**config.mk**
```make
export PLATFORM = sky130hd
export DESIGN_NAME = sha512_ctrl
export DESIGN_NICKNAME = d
export VERILOG_FILES = /design/src/hdl/sha512_pkg.sv /design/src/hdl/sha512_ctrl.sv
export SDC_FILE = /design/constraint.sdc
export NUM_CORES = 1
export LEC_CHECK = 0
export ABC_AREA = 1
export BUFFER_PORTS_ARGS = -buffer_cell sky130_fd_sc_hd__buf_2
export CORE_UTILIZATION = 46
export CTS_CLUSTER_DIAMETER = 80
export DETAILED_ROUTE_END_ITERATION = 10
export PLACE_DENSITY_LB_ADDON = 0.3
export SYNTH_ARGS = -nofsm -noshare
export SYNTH_HDL_FRONTEND = slang
export SYNTH_SLANG_ARGS = --single-unit
```
**constraint.sdc**
```tcl
create_clock -name clk -period 1.3 [get_ports clk]
set_input_delay 0.065 -clock clk [delete_from_list [all_inputs] [get_ports clk]]
set_output_delay 0.065 -clock clk [all_outputs]
set_load 0.05 [all_outputs]
```
**src/hdl/sha512_pkg.sv**
```systemverilog
// Shared types, constants and round functions of the SHA-512 engine.
// Used by the controller, the datapath and the top level.
`default_nettype none
package sha512_pkg;

  localparam int BLOCK_BYTES = 128;
  localparam int LEN_POS     = 112;
  localparam int ROUNDS      = 80;

  // Block kinds the controller tracks through a compression.
  localparam logic [1:0] KIND_DATA  = 2'd0;
  localparam logic [1:0] KIND_PAD1  = 2'd1;
  localparam logic [1:0] KIND_FINAL = 2'd2;

  // Commands from the controller to the datapath.
  typedef struct packed {
    logic       wr_byte;
    logic       pad;
    logic       len;
    logic       init;
    logic       round;
    logic       add;
    logic       clear;
    logic [6:0] rnd;
    logic [2:0] word_idx;
  } sha512_cmd_t;

  // Status from the datapath to the controller.
  typedef struct packed {
    logic fill_last;
    logic pad_two;
  } sha512_sts_t;

  localparam logic [63:0] IV [8] = '{
    64'h6a09e667f3bcc908, 64'hbb67ae8584caa73b, 64'h3c6ef372fe94f82b, 64'ha54ff53a5f1d36f1,
    64'h510e527fade682d1, 64'h9b05688c2b3e6c1f, 64'h1f83d9abfb41bd6b, 64'h5be0cd19137e2179
  };

  localparam logic [63:0] K [80] = '{
    64'h428a2f98d728ae22, 64'h7137449123ef65cd, 64'hb5c0fbcfec4d3b2f, 64'he9b5dba58189dbbc,
    64'h3956c25bf348b538, 64'h59f111f1b605d019, 64'h923f82a4af194f9b, 64'hab1c5ed5da6d8118,
    64'hd807aa98a3030242, 64'h12835b0145706fbe, 64'h243185be4ee4b28c, 64'h550c7dc3d5ffb4e2,
    64'h72be5d74f27b896f, 64'h80deb1fe3b1696b1, 64'h9bdc06a725c71235, 64'hc19bf174cf692694,
    64'he49b69c19ef14ad2, 64'hefbe4786384f25e3, 64'h0fc19dc68b8cd5b5, 64'h240ca1cc77ac9c65,
    64'h2de92c6f592b0275, 64'h4a7484aa6ea6e483, 64'h5cb0a9dcbd41fbd4, 64'h76f988da831153b5,
    64'h983e5152ee66dfab, 64'ha831c66d2db43210, 64'hb00327c898fb213f, 64'hbf597fc7beef0ee4,
    64'hc6e00bf33da88fc2, 64'hd5a79147930aa725, 64'h06ca6351e003826f, 64'h142929670a0e6e70,
    64'h27b70a8546d22ffc, 64'h2e1b21385c26c926, 64'h4d2c6dfc5ac42aed, 64'h53380d139d95b3df,
    64'h650a73548baf63de, 64'h766a0abb3c77b2a8, 64'h81c2c92e47edaee6, 64'h92722c851482353b,
    64'ha2bfe8a14cf10364, 64'ha81a664bbc423001, 64'hc24b8b70d0f89791, 64'hc76c51a30654be30,
    64'hd192e819d6ef5218, 64'hd69906245565a910, 64'hf40e35855771202a, 64'h106aa07032bbd1b8,
    64'h19a4c116b8d2d0c8, 64'h1e376c085141ab53, 64'h2748774cdf8eeb99, 64'h34b0bcb5e19b48a8,
    64'h391c0cb3c5c95a63, 64'h4ed8aa4ae3418acb, 64'h5b9cca4f7763e373, 64'h682e6ff3d6b2b8a3,
    64'h748f82ee5defb2fc, 64'h78a5636f43172f60, 64'h84c87814a1f0ab72, 64'h8cc702081a6439ec,
    64'h90befffa23631e28, 64'ha4506cebde82bde9, 64'hbef9a3f7b2c67915, 64'hc67178f2e372532b,
    64'hca273eceea26619c, 64'hd186b8c721c0c207, 64'heada7dd6cde0eb1e, 64'hf57d4f7fee6ed178,
    64'h06f067aa72176fba, 64'h0a637dc5a2c898a6, 64'h113f9804bef90dae, 64'h1b710b35131c471b,
    64'h28db77f523047d84, 64'h32caab7b40c72493, 64'h3c9ebe0a15c9bebc, 64'h431d67c49c100d4c,
    64'h4cc5d4becb3e42b6, 64'h597f299cfc657e2a, 64'h5fcb6fab3ad6faec, 64'h6c44198c4a475817
  };

  function automatic logic [63:0] big_s0(input logic [63:0] x);
    return {x[27:0], x[63:28]} ^ {x[33:0], x[63:34]} ^ {x[38:0], x[63:39]};
  endfunction

  function automatic logic [63:0] big_s1(input logic [63:0] x);
    return {x[13:0], x[63:14]} ^ {x[17:0], x[63:18]} ^ {x[40:0], x[63:41]};
  endfunction

  function automatic logic [63:0] small_s0(input logic [63:0] x);
    return {x[0], x[63:1]} ^ {x[7:0], x[63:8]} ^ {7'd0, x[63:7]};
  endfunction

  function automatic logic [63:0] small_s1(input logic [63:0] x);
    return {x[18:0], x[63:19]} ^ {x[60:0], x[63:61]} ^ {6'd0, x[63:6]};
  endfunction

endpackage
`default_nettype wire

```
**src/hdl/sha512_ctrl.sv**
```systemverilog
// SHA-512 controller: sequences byte loading, padding, the 80 rounds and
// the digest output. Depends on sha512_pkg.
`default_nettype none
module sha512_ctrl (
  input  wire                     clk,
  input  wire                     rst_n,
  input  wire                     in_valid,
  input  wire                     in_has_byte,
  input  wire                     in_end,
  output logic                    in_ready,
  output logic                    out_valid,
  input  wire                     out_ready,
  output logic [2:0]              out_idx,
  input  sha512_pkg::sha512_sts_t sts,
  output sha512_pkg::sha512_cmd_t cmd
);
  import sha512_pkg::*;

  typedef enum logic [6:0] {
    S_IDLE  = 7'b0000001,
    S_PAD   = 7'b0000010,
    S_LEN   = 7'b0000100,
    S_INIT  = 7'b0001000,
    S_ROUND = 7'b0010000,
    S_ADD   = 7'b0100000,
    S_OUT   = 7'b1000000
  } state_t;

  state_t     state_r, state_nxt;
  logic [6:0] rnd_r, rnd_nxt;
  logic [1:0] kind_r, kind_nxt;
  logic       end_r, end_nxt;
  logic [2:0] idx_r, idx_nxt;
  logic       acc;

  assign in_ready  = (state_r == S_IDLE);
  assign out_valid = (state_r == S_OUT);
  assign out_idx   = idx_r;
  assign acc       = in_valid && in_ready;

  // Next state and commands.
  always_comb begin
    state_nxt    = state_r;
    rnd_nxt      = rnd_r;
    kind_nxt     = kind_r;
    end_nxt      = end_r;
    idx_nxt      = idx_r;
    cmd          = '0;
    cmd.rnd      = rnd_r;
    cmd.word_idx = idx_r;
    unique case (state_r)
      S_IDLE: begin
        cmd.wr_byte = acc && in_has_byte;
        if (acc && in_has_byte && sts.fill_last) begin
          state_nxt = S_INIT;
          kind_nxt  = KIND_DATA;
          end_nxt   = in_end;
        end else if (acc && in_end) begin
          state_nxt = S_PAD;
        end
      end
      S_PAD: begin
        cmd.pad   = 1'b1;
        kind_nxt  = sts.pad_two ? KIND_PAD1 : KIND_FINAL;
        state_nxt = S_INIT;
      end
      S_LEN: begin
        cmd.len   = 1'b1;
        kind_nxt  = KIND_FINAL;
        state_nxt = S_INIT;
      end
      S_INIT: begin
        cmd.init  = 1'b1;
        rnd_nxt   = '0;
        state_nxt = S_ROUND;
      end
      S_ROUND: begin
        cmd.round = 1'b1;
        rnd_nxt   = rnd_r + 7'd1;
        if (rnd_r == 7'(ROUNDS - 1)) state_nxt = S_ADD;
      end
      S_ADD: begin
        cmd.add = 1'b1;
        case (kind_r)
          KIND_DATA: begin
            state_nxt = end_r ? S_PAD : S_IDLE;
            end_nxt   = 1'b0;
          end
          KIND_PAD1: state_nxt = S_LEN;
          default: begin
            idx_nxt   = '0;
            state_nxt = S_OUT;
          end
        endcase
      end
      S_OUT: begin
        if (out_ready) begin
          idx_nxt = idx_r + 3'd1;
          if (idx_r == 3'd7) begin
            cmd.clear = 1'b1;
            state_nxt = S_IDLE;
          end
        end
      end
      default: state_nxt = S_IDLE;
    endcase
  end

  always_ff @(posedge clk) begin
    if (!rst_n) begin
      state_r <= S_IDLE;
      rnd_r   <= '0;
      kind_r  <= KIND_DATA;
      end_r   <= 1'b0;
      idx_r   <= '0;
    end else begin
      state_r <= state_nxt;
      rnd_r   <= rnd_nxt;
      kind_r  <= kind_nxt;
      end_r   <= end_nxt;
      idx_r   <= idx_nxt;
    end
  end

endmodule
`default_nettype wire

```
=== Word-level counts from Yosys, hierarchy flattened ===
Cells that the tools add are included.

* Register bits after elaboration: 20
* Input bits: 8
* Output and inout bits: 22
* Word-level logic and storage cells: 66

* Add/subtract/negate cells: 2
* Equality and inequality tests: 17
* Multiplexer cells: 27
* Reductions and logical operators: 15

{| class="wikitable"
|+ Operators with widths
! operator !! number
|-
| 7-bit one-hot mux with 6 select lines || 1
|-
| 7-bit two-way mux || 5
|-
| 7-bit one-hot mux with 2 select lines || 2
|-
| 7-bit equality test (second input constant) || 2
|-
| 1-bit two-way mux || 11
|-
| 2-bit by 1-bit inequality test with 1-bit output (second input constant) || 4
|-
| 7-bit by 1-bit adder with 7-bit output (second input constant) || 1
|-
| 7-bit by 1-bit equality test with 1-bit output (second input constant) || 1
|-
| 7-bit by 2-bit equality test with 1-bit output (second input constant) || 1
|-
| 7-bit by 3-bit equality test with 1-bit output (second input constant) || 1
|-
| 7-bit by 4-bit equality test with 1-bit output (second input constant) || 1
|-
| 7-bit by 5-bit equality test with 1-bit output (second input constant) || 1
|-
| 7-bit by 6-bit equality test with 1-bit output (second input constant) || 1
|-
| 2-bit two-way mux || 3
|-
| 3-bit two-way mux || 2
|-
| 2-bit one-hot mux with 3 select lines || 1
|-
| 3-bit one-hot mux with 2 select lines || 1
|-
| 3-bit AND reduction || 2
|-
| 2-bit nonzero test || 3
|-
| 1-bit logical AND || 4
|-
| 2-bit inequality test (second input constant) || 2
|-
| 4-bit AND reduction || 1
|-
| 2-bit OR reduction || 2
|-
| 3-bit by 1-bit adder with 3-bit output (second input constant) || 1
|-
| other kinds (7) || 7
|}

=== Logic depth before layout (Yosys ltp) ===
Gate-level depths: netlist (run 1).

* Word-level depth: 6
* Depth in mapped cells: 10
* Mapped depth without buffers: 10

=== Least setup slack after synthesis (run 1) ===
No wires, ideal clock.

* Path kind: reg2reg
* Start: reg state_r[4]
* End: reg state_r[0]
* Setup time: 0.127 ns
* Arrival time: 1.766 ns
* Path slack: -0.593 ns
* Cell stages (with the launch flop): 9
* Buffers on the path: 0
* Clock period less this slack: 1.893 ns
* Cell sequence: dfxtp_1 -> nor2_2 -> nand2_2 -> nor2_1 -> nor2_1 -> nand3_1 -> nand2_1 -> nand2_1 -> nand3_1

* Longest elaborated chain between the ends: 6

{| class="wikitable"
|+ RTL lines
! item !! RTL line !! RTL
|-
| start, declared || sha512_ctrl.sv:29 || <nowiki>state_t state_r, state_nxt;</nowiki>
|-
| start signal, assigned || sha512_ctrl.sv:117 || <nowiki>state_r <= state_nxt;</nowiki>
|-
| 7-bit by 1-bit equality test with 1-bit output || sha512_ctrl.sv:36, sha512_ctrl.sv:51 ||
|-
| 1-bit logical AND || sha512_ctrl.sv:39 || <nowiki>assign acc = in_valid && in_ready;</nowiki>
|-
| 1-bit logical AND (2 in series) || sha512_ctrl.sv:54 || <nowiki>if (acc && in_has_byte && sts.fill_last) begin</nowiki>
|-
| 7-bit two-way mux / 3-bit by 1-bit inequality test with 1-bit output (equally long branches) || n/a ||
|-
| 7-bit one-hot mux with 6 select lines / 4-bit AND reduction (equally long branches) || n/a ||
|}

Parallel ways exist; a longest one is shown, timed or not.
A chain may end at the register's enable or synchronous reset.

=== Worst setup path in the final report (run 1) ===
* Start: reg state_r[1]
* End: reg state_r[6]

Same word-level chain as after synthesis.

==> results.cfg, run 1 <==
[sta]
finalSetupViolations = 25
maxSlewViolCount = 0
maxSlewHeadroom_pct = 67.5
worst_slew_pin_slew_ns = 0.488
fmax_ghz = 0.676
post-route-min-period_ns = 1.48
min_period_over_period_pct = 114
fin_ws_ns = -0.179
finalClockSkew_ns = 0.00143
hold_viol = 0
rsz0062_at_grt = true

[critical_path]
critPathCaptureType = register
worstSetupPathType = register to register
crit_fanout = 4
cp.required_ns = 1.53
crit_chain = nor2_4 > nand2_4 > nor2_4 > buf_6 > nand2_2 > nand2_2 > inv_2 > nand3_1 > nand2_1 > nor2_1
crit_path_max_incr_delay_ns = 0.38
arrival_ns = 1.71
startpoint_type = register
critPathSlowestCell = dfxtp_4

[die]
die_h_um = 51.9
initial_utilization_pct = 50.4
fp.coreArea_um2 = 2280
dieArea_um2 = 2700
ios = 30
num_rows = 17
die_width_um = 51.9

[synth]
synth.avg_cell_area_um2 = 6.82
synth_cell_types = 24
synth_top_area_cell = dfxtp_1
synth_top_cell_area_share_pct = 34.9
syn_area_um2 = 1150
ys_ff_latch = 20
netlist_instances = 168
synthTopCellsByArea = dfxtp_1 35%, nand2_1 11%, nand3_1 8.3%
syn_nets = 179
synth-warning-count = 0
yosysSeqAreaShare_pct = 34.9

[global_route]
grt_start_max_net_pins = 12
antenna_found_initial = 0
grt_pass1_vias = 1094
grt_pass1_wl_mm = 4.57
grtUsageTotal_pct = 23.2
grt_overflow_total = 0

[pwr]
p_int_uw = 1440
power_frac_clock_pct = 14.5
power_leakage_uw = 0.000794
total_power_uw = 2540
vdd_drop_max_v = 0.000906
power_frac_seq_pct = 30.9
cellPowerDensity_nw_per_um2 = 1400
p_sw_uw = 1100
pwr-share-comb_pct = 54.6
switching_share_pct = 43.3

[clock_network]
cts_tree = done
cts_buffer_depth = 2
postCtsHoldBufs = 0
cts_sinks = 20
clk-insertion-delay-late_ns = 0.30
cts_max_level = 1
cts_made_buffers = 3
cts_root_buffer = clkbuf_4
clkTransAtPathRegs_ns = 0.11

[drt]
drc = 0
wl_per_cell_um = 13.9
drt_first_pass_iters = 4
num_vias = 1278
first_iter_violations = 24
routed_wl_mm = 3.34
via_per_inst = 5.33
ant_nets = 0

[placement]
dp_cells = 226
io_buffers = 29
dp_hpwl_mm = 1.97
placed_cell_area_um2 = 1430
gp_congestion = 0.766

[layout]
layout-drive-gt1-share_pct = 57.1
stdcell_count = 240
final_common_cell = nand2_1
insertedDiodeCount = 0
area_growth_pct = 57.9
layout_common_cells = 24 x nand2_1, 21 x buf_2, 17 x nand3_1
final_nets = 224
fin_area_um2 = 1810

[hold_path]
min_path_type = primary input to register

[job]
drv_cap = 0

[status]
violations = setup timing
outcome = finished, violations left
[sequential cells by signal, summed over array words and instances, names as in the netlist]
signal   count
state_r      7
end_r        1
out_idx      3
kind_r       2
rnd_r        7
[worst max-delay path: cells and delay by family (launching register included)]
| family | cells | cell delay [ns] |
|---|---|---|
| buffers and inverters | 2 | 0.20 |
| and+or+nand+nor | 8 | 0.82 |
| DFF | 1 | 0.38 |
[worst paths after layout]
kind / startpoint / endpoint / slack [ns] / depth (start not counted)
setup / recovery: state_r[1]$_SDFFE_PN0P_ / state_r[6]$_SDFFE_PN0P_ / -0.18 / 10
hold / removal: sts[0] / kind_r[0]$_SDFFE_PN0P_ / 0.008 / 3
setup reg to reg: state_r[1]$_SDFFE_PN0P_ / state_r[6]$_SDFFE_PN0P_ / -0.18 / 10
hold reg to reg: out_idx[0]$_SDFFE_PN0P_ / out_idx[0]$_SDFFE_PN0P_ / 0.48 / 1
[cell type report]
cell class              instances  area (µm²)
well taps                      28        35.0
multi-input cells             119         835
clock buffers                   4        36.3
repair buffers                 46         372
flip-flops and latches         20         438
inverters                      23        93.8
fillers                       160         467
[metal layers]
metal / wire, µm / global-route usage (%)
met3: 86 / 3.51
met5: 0 / 0
met1: 1380 / 27.6
met2: 1790 / 40.6
met4: 87 / 9.91
[cells in the mapped netlist]
master / n
nor3_1: 1
nand3_1: 19
buf_6: 1
nor2_1: 18
ha_1: 3
and2_1: 1
a21oi_1: 15
nand2_1: 34
nor3b_1: 1
inv_2: 1
o211ai_1: 1
nor3b_2: 1
o21ai_2: 1
clkinv_1: 1
nor2_4: 3
o21ai_0: 6
nand4_1: 3
buf_4: 4
nand2_2: 5
nor2_2: 6
dfxtp_1: 20
nand4_2: 1
clkbuf_1: 1
inv_1: 21
[kinds of logic (layout without fill, tap and decap cells)]
group / Yosys count / after routing / share of synthesized area [%]
DFF: 20 / 20 / 34.9
buffers and inverters: 29 / 73 / 11.5
adders and majority gates: 3 / 3 / 3.28
AOI/OAI and AO/OA: 23 / 23 / 10.6
and+or+nand+nor: 93 / 93 / 39.7
[per-stage QoR]
stage          worst slack [ns]  TNS, ns  hold slack [ns]  utilization (%)
2_1_floorplan            -0.154    -1.02            0.210                -
5_1_grt                  -0.248    -4.10           0.0182             79.5
6_report                 -0.179    -2.29          0.00764             79.5
3_5_place_dp            -0.0442   -0.142            0.333             62.9
3_3_place_gp            -0.0182  -0.0182            0.327             62.9
4_1_cts                  -0.150    -1.20         0.000448             71.3
[what timing repair did]
| item | in CTS | in global routing |
|---|---|---|
| endpoints found under the setup margin | 19 | 27 |
| setup buffers | 4 | 6 |
| resized for setup | 38 | 43 |
| pin swaps | 13 | 9 |
| cloned | 0 | 0 |
[power by group through the flow]
stage          registers (µW)  clock network, µW  logic (µW)
2_1_floorplan             751                  0         809
3_3_place_gp              750                  0         983
3_5_place_dp              755                  0        1000
4_1_cts                   755                369        1140
5_1_grt                   792                391        1500
6_report                  784                367        1390
Power figures use the tool's default switching activity.
==> run 2, diff against run 1 <==
CTS_CLUSTER_DIAMETER = 30   (was 80)
SKIP_CTS_REPAIR_TIMING = 1   (was unset)
==> run 2 against run 1 <==
Compared with the run above:
- the run ends with hold timing, setup timing left
- critical path depth down 5
- non-clock buffer count unchanged
- clock power up 2%
- register-to-register slack improved by 0.07 ns
- via count decreased by 2.8%
- sequential share of layout area decreased by 0.32 points
- combinational power shrank 6%
- global-route usage shrank 1.9 points
- critical endpoint is now cmd[12]
- largest cell class unchanged
==> results.cfg, run 2 (same netlist as run 1, synthesis figures left out) <==
[job]
drv_cap = 0

[drt]
wl_per_cell_um = 13.2
via_per_inst = 5.18
first_iter_violations = 17
drc = 0
drt_first_pass_iters = 4
routed_wl_mm = 3.16
num_vias = 1242
ant_nets = 0

[layout]
postLayoutCoreUtil_pct = 79.2
layout-drive-gt1-share_pct = 56.1
layout_common_cells = 24 x nand2_1, 21 x buf_2, 18 x nand3_1
area_growth_pct = 57.2
final_nets = 224
final_common_cell = nand2_1
fin_area_um2 = 1800
stdcell_count = 240
insertedDiodeCount = 0

[global_route]
grt_overflow_total = 0
grt_start_max_net_pins = 12
grt_pass1_wl_mm = 4.20
grtUsageTotal_pct = 21.3
grt_pass1_vias = 1051
antenna_found_initial = 0

[die]
num_rows = 17
ios = 30
initial_utilization_pct = 50.4
die_h_um = 51.9
dieArea_um2 = 2700
die_width_um = 51.9
fp.coreArea_um2 = 2280

[status]
violations = hold timing, setup timing
outcome = finished, violations left

[clock_network]
cts_made_buffers = 3
cts_buffer_depth = 2
cts_sinks = 20
cts_tree = done
clkTransAtPathRegs_ns = 0.12
clk-insertion-delay-late_ns = 0.31
cts_max_level = 1
cts_root_buffer = clkbuf_4

[placement]
dpl_worst_slack_ns = -0.0442
placed_cell_area_um2 = 1430
dp_cells = 226
dp_hpwl_mm = 1.97
gp_congestion = 0.766
io_buffers = 29

[critical_path]
arrival_ns = 1.40
r2r-start = state_r[0]$_SDFFE_PN1P_
cp.required_ns = 1.24
crit_path_start = state_r[0]$_SDFFE_PN1P_
startpoint_type = register
critPathCaptureType = primary output
worstSetupPathType = register to primary output
crit_fanout = 5

[sta]
rsz0062_at_grt = true
maxSlewHeadroom_pct = 66.8
finalClockSkew_ns = 0.00376
min_period_over_period_pct = 113
holdWs_ns = -0.00385
post-route-min-period_ns = 1.47
fin_ws_ns = -0.168
maxSlewViolCount = 0
finalSetupViolations = 21
worst_slew_pin_slew_ns = 0.497
fmax_ghz = 0.681
hold_viol = 1

[pwr]
total_power_uw = 2450
power_leakage_uw = 0.000790
vdd_drop_max_v = 0.000906
cellPowerDensity_nw_per_um2 = 1360

[hold_path]
min_from = sts[0]
min_path_type = primary input to register
[run 2: worst paths after layout]
path / endpoint / slack (ns) / cells after the start
max: cmd[12] / -0.17 / 5
min: kind_r[0]$_SDFFE_PN0P_ / -0.004 / 3
max reg2reg: state_r[6]$_SDFFE_PN0P_ / -0.11 / 10
min reg2reg: rnd_r[3]$_SDFFE_PN0P_ / 0.48 / 2
[run 2: area by class of cell]
type	count	area [µm²]
Fill cell	162	474
Clock buffer	4	36.3
Multi-Input combinational cell	119	856
Sequential cell	20	430
Timing Repair Buffer	46	353
Tap cell	28	35.0
Inverter	23	91.3
[run 2: routing by layer]
metal / global-route usage [%] / up-vias / share of wire [%] / wire, µm
met2: 37.8 / 27 / 55 / 1720
met4: 9.46 / 0 / 1.0 / 32
met3: 3.51 / 4 / 2.8 / 90
met5: 0 / - / 0 / 0
li1: - / 628 / - / -
met1: 24.7 / 583 / 42 / 1310
[run 2: metrics by stage]
step	TNS, ns	hold slack [ns]
after floorplan	-1.02	0.210
after global placement	-0.0182	0.327
after detailed placement	-0.142	0.333
after CTS	-2.24	0.000362
after global routing	-3.15	0.0157
final	-1.55	-0.00385
[run 2: critical path, cell delays in order (launching register included)]
cell     delay (ns)
dfxtp_4        0.38
nor2_4         0.15
nand2_4        0.09
nor2_4         0.17
buf_6          0.15
buf_6          0.15
[run 2: where the power goes]
group | total [µW] | switching, µW | internal [µW] | leakage, µW
Sequential | 769 | 81.8 | 687 | 0.000170
Clock | 373 | 202 | 171 | 0.0000210
Combinational | 1310 | 804 | 508 | 0.000599
Total | 2450 | 1090 | 1370 | 0.000790
==> run 3, diff against run 2 <==
CELL_PAD_IN_SITES_DETAIL_PLACEMENT = 0   (was unset)
CELL_PAD_IN_SITES_GLOBAL_PLACEMENT = 1   (was unset)
CORE_UTILIZATION = 32   (was 46)
==> run 3 against run 2 <==
Compared with the run above:
- the run ends with setup timing left
- sequential cell count unchanged
- cell count up 10%
- hold slack better by 0.016 ns
- cell area up 2.3%
- largest cell class unchanged
- largest power group unchanged
- highest routed layer unchanged
==> results.cfg, run 3 (same netlist as run 1, synthesis figures left out) <==
[status]
violations = setup timing
outcome = finished, violations left

[clock_network]
cts_tree = done
cts_sinks = 20
cts_buffer_depth = 2
cts_max_level = 1
cts_root_buffer = clkbuf_4
cts_made_buffers = 3
clk-insertion-delay-late_ns = 0.31
clkTransAtPathRegs_ns = 0.12

[global_route]
grt_pass1_vias = 1100
grtUsageTotal_pct = 16.3
grt_pass1_wl_mm = 4.49
antenna_found_initial = 0
grt_start_max_net_pins = 12
grt_overflow_total = 0

[drt]
routed_wl_mm = 3.00
first_iter_violations = 25
drc = 0
via_per_inst = 4.56
num_vias = 1205
wl_per_cell_um = 11.4
drt_first_pass_iters = 4
ant_nets = 0

[critical_path]
worstSetupPathType = register to primary output
r2r_end = rnd_r[3]$_SDFFE_PN0P_
cp.required_ns = 1.24
crit_path_start = state_r[3]$_SDFFE_PN0P_
startpoint_type = register
critPathCaptureType = primary output
r2r-start = state_r[3]$_SDFFE_PN0P_
crit_fanout = 5
r2r_slack_ns = -0.11
reg2reg_depth = 8
arrival_ns = 1.40

[sta]
hold_viol = 0
post-route-min-period_ns = 1.47
maxSlewViolCount = 0
holdWs_ns = 0.0118
finalClockSkew_ns = 0.00258
maxSlewHeadroom_pct = 69.7
finalSetupViolations = 20
fmax_ghz = 0.682
min_period_over_period_pct = 113
fin_ws_ns = -0.166
worst_slew_pin_slew_ns = 0.454
rsz0062_at_grt = true

[layout]
layout-drive-gt1-share_pct = 53.7
fillers = 311
final_nets = 230
area_growth_pct = 60.8
final_common_cell = nand2_1
insertedDiodeCount = 0
fin_area_um2 = 1840
layout_common_cells = 29 x nand2_1, 20 x buf_2, 18 x buf_4
stdcell_count = 264

[pwr]
cellPowerDensity_nw_per_um2 = 1390
vdd_drop_max_v = 0.000644
power_leakage_uw = 0.000812

[hold_path]
min_path_type = primary input to register
min_from = sts[0]
holdPathStages = 3
hold_end = kind_r[0]$_SDFFE_PN0P_

[die]
dieArea_um2 = 3820
ios = 30
num_rows = 21
die_h_um = 61.8
fp.coreArea_um2 = 3390
die_width_um = 61.8
initial_utilization_pct = 33.8

[placement]
io_buffers = 29
placed_cell_area_um2 = 1490
dp_cells = 248
gp_congestion = 0.843
dpl_worst_slack_ns = -0.0461
dp_hpwl_mm = 2.11

[job]
drv_cap = 0
[run 3: changes by cell type in the layout (fill, tap and decap cells not counted), moves of 2 or more]
| cell | previous run | this run |
|---|---|---|
| dfxtp_2 | 9 | 7 |
| dfxtp_4 | 5 | 7 |
| nor2_4 | 16 | 14 |
| buf_8 | 2 | 6 |
| a21oi_1 | 10 | 13 |
| buf_4 | 11 | 18 |
| a21oi_2 | 5 | 2 |
| nand3_1 | 18 | 16 |
| buf_6 | 12 | 7 |
| nand2_4 | 7 | 3 |
| nand2_1 | 24 | 29 |
[run 3: how the worst max path moves through the flow]
| stage | to | cells past startpoint |
|---|---|---|
| floorplan | state_r[0]$_SDFFE_PN1P_ | 8 |
| global placement | state_r[2]$_SDFFE_PN0P_ | 7 |
| detailed placement | state_r[2]$_SDFFE_PN0P_ | 7 |
| CTS | cmd[12] | 5 |
| global route | cmd[16] | 6 |
| finish | cmd[12] | 5 |
[run 3: critical path, cell delays in order, from the launching register on]
cell,delay (ns)
dfxtp_2,0.36
nor2_4,0.16
nand2_4,0.10
nor2_4,0.15
buf_4,0.16
buf_6,0.16
[run 3: per-layer routing]
layer / routed length (µm) / track usage (%) / part of all wire (%) / vias to the layer above
met5: 0 / 0 / 0 / -
met4: 65 / 8.57 / 2.2 / 0
met3: 66 / 2.48 / 2.2 / 6
met2: 1560 / 27.2 / 52 / 21
met1: 1310 / 20.2 / 44 / 540
li1: - / - / - / 638
[run 3: power breakdown]
part,internal (µW),switching (µW)
sequential,696,69.7
combinational,626,787
clock,171,204
total,1490,1060
[run 3: per-stage QoR]
stage                     util [%]  power [µW]  setup TNS, ns
after floorplan                  -        1560          -1.02
after global placement        43.8        1770         -0.102
after detailed placement      43.8        1780         -0.127
after CTS                     44.9        2160          -2.62
after global routing          54.4        2730          -3.59
final                         54.4        2550          -1.81
[run 3: final cells by class]
| type | instances | area, µm² | share of cell area (%) |
|---|---|---|---|
| Timing Repair Buffer | 52 | 424 | 23.0 |
| Multi-Input combinational cell | 119 | 801 | 43.4 |
| Inverter | 23 | 88.8 | 4.82 |
| Clock buffer | 4 | 36.3 | 1.97 |
| Tap cell | 46 | 57.6 | 3.12 |
| Sequential cell | 20 | 435 | 23.6 |
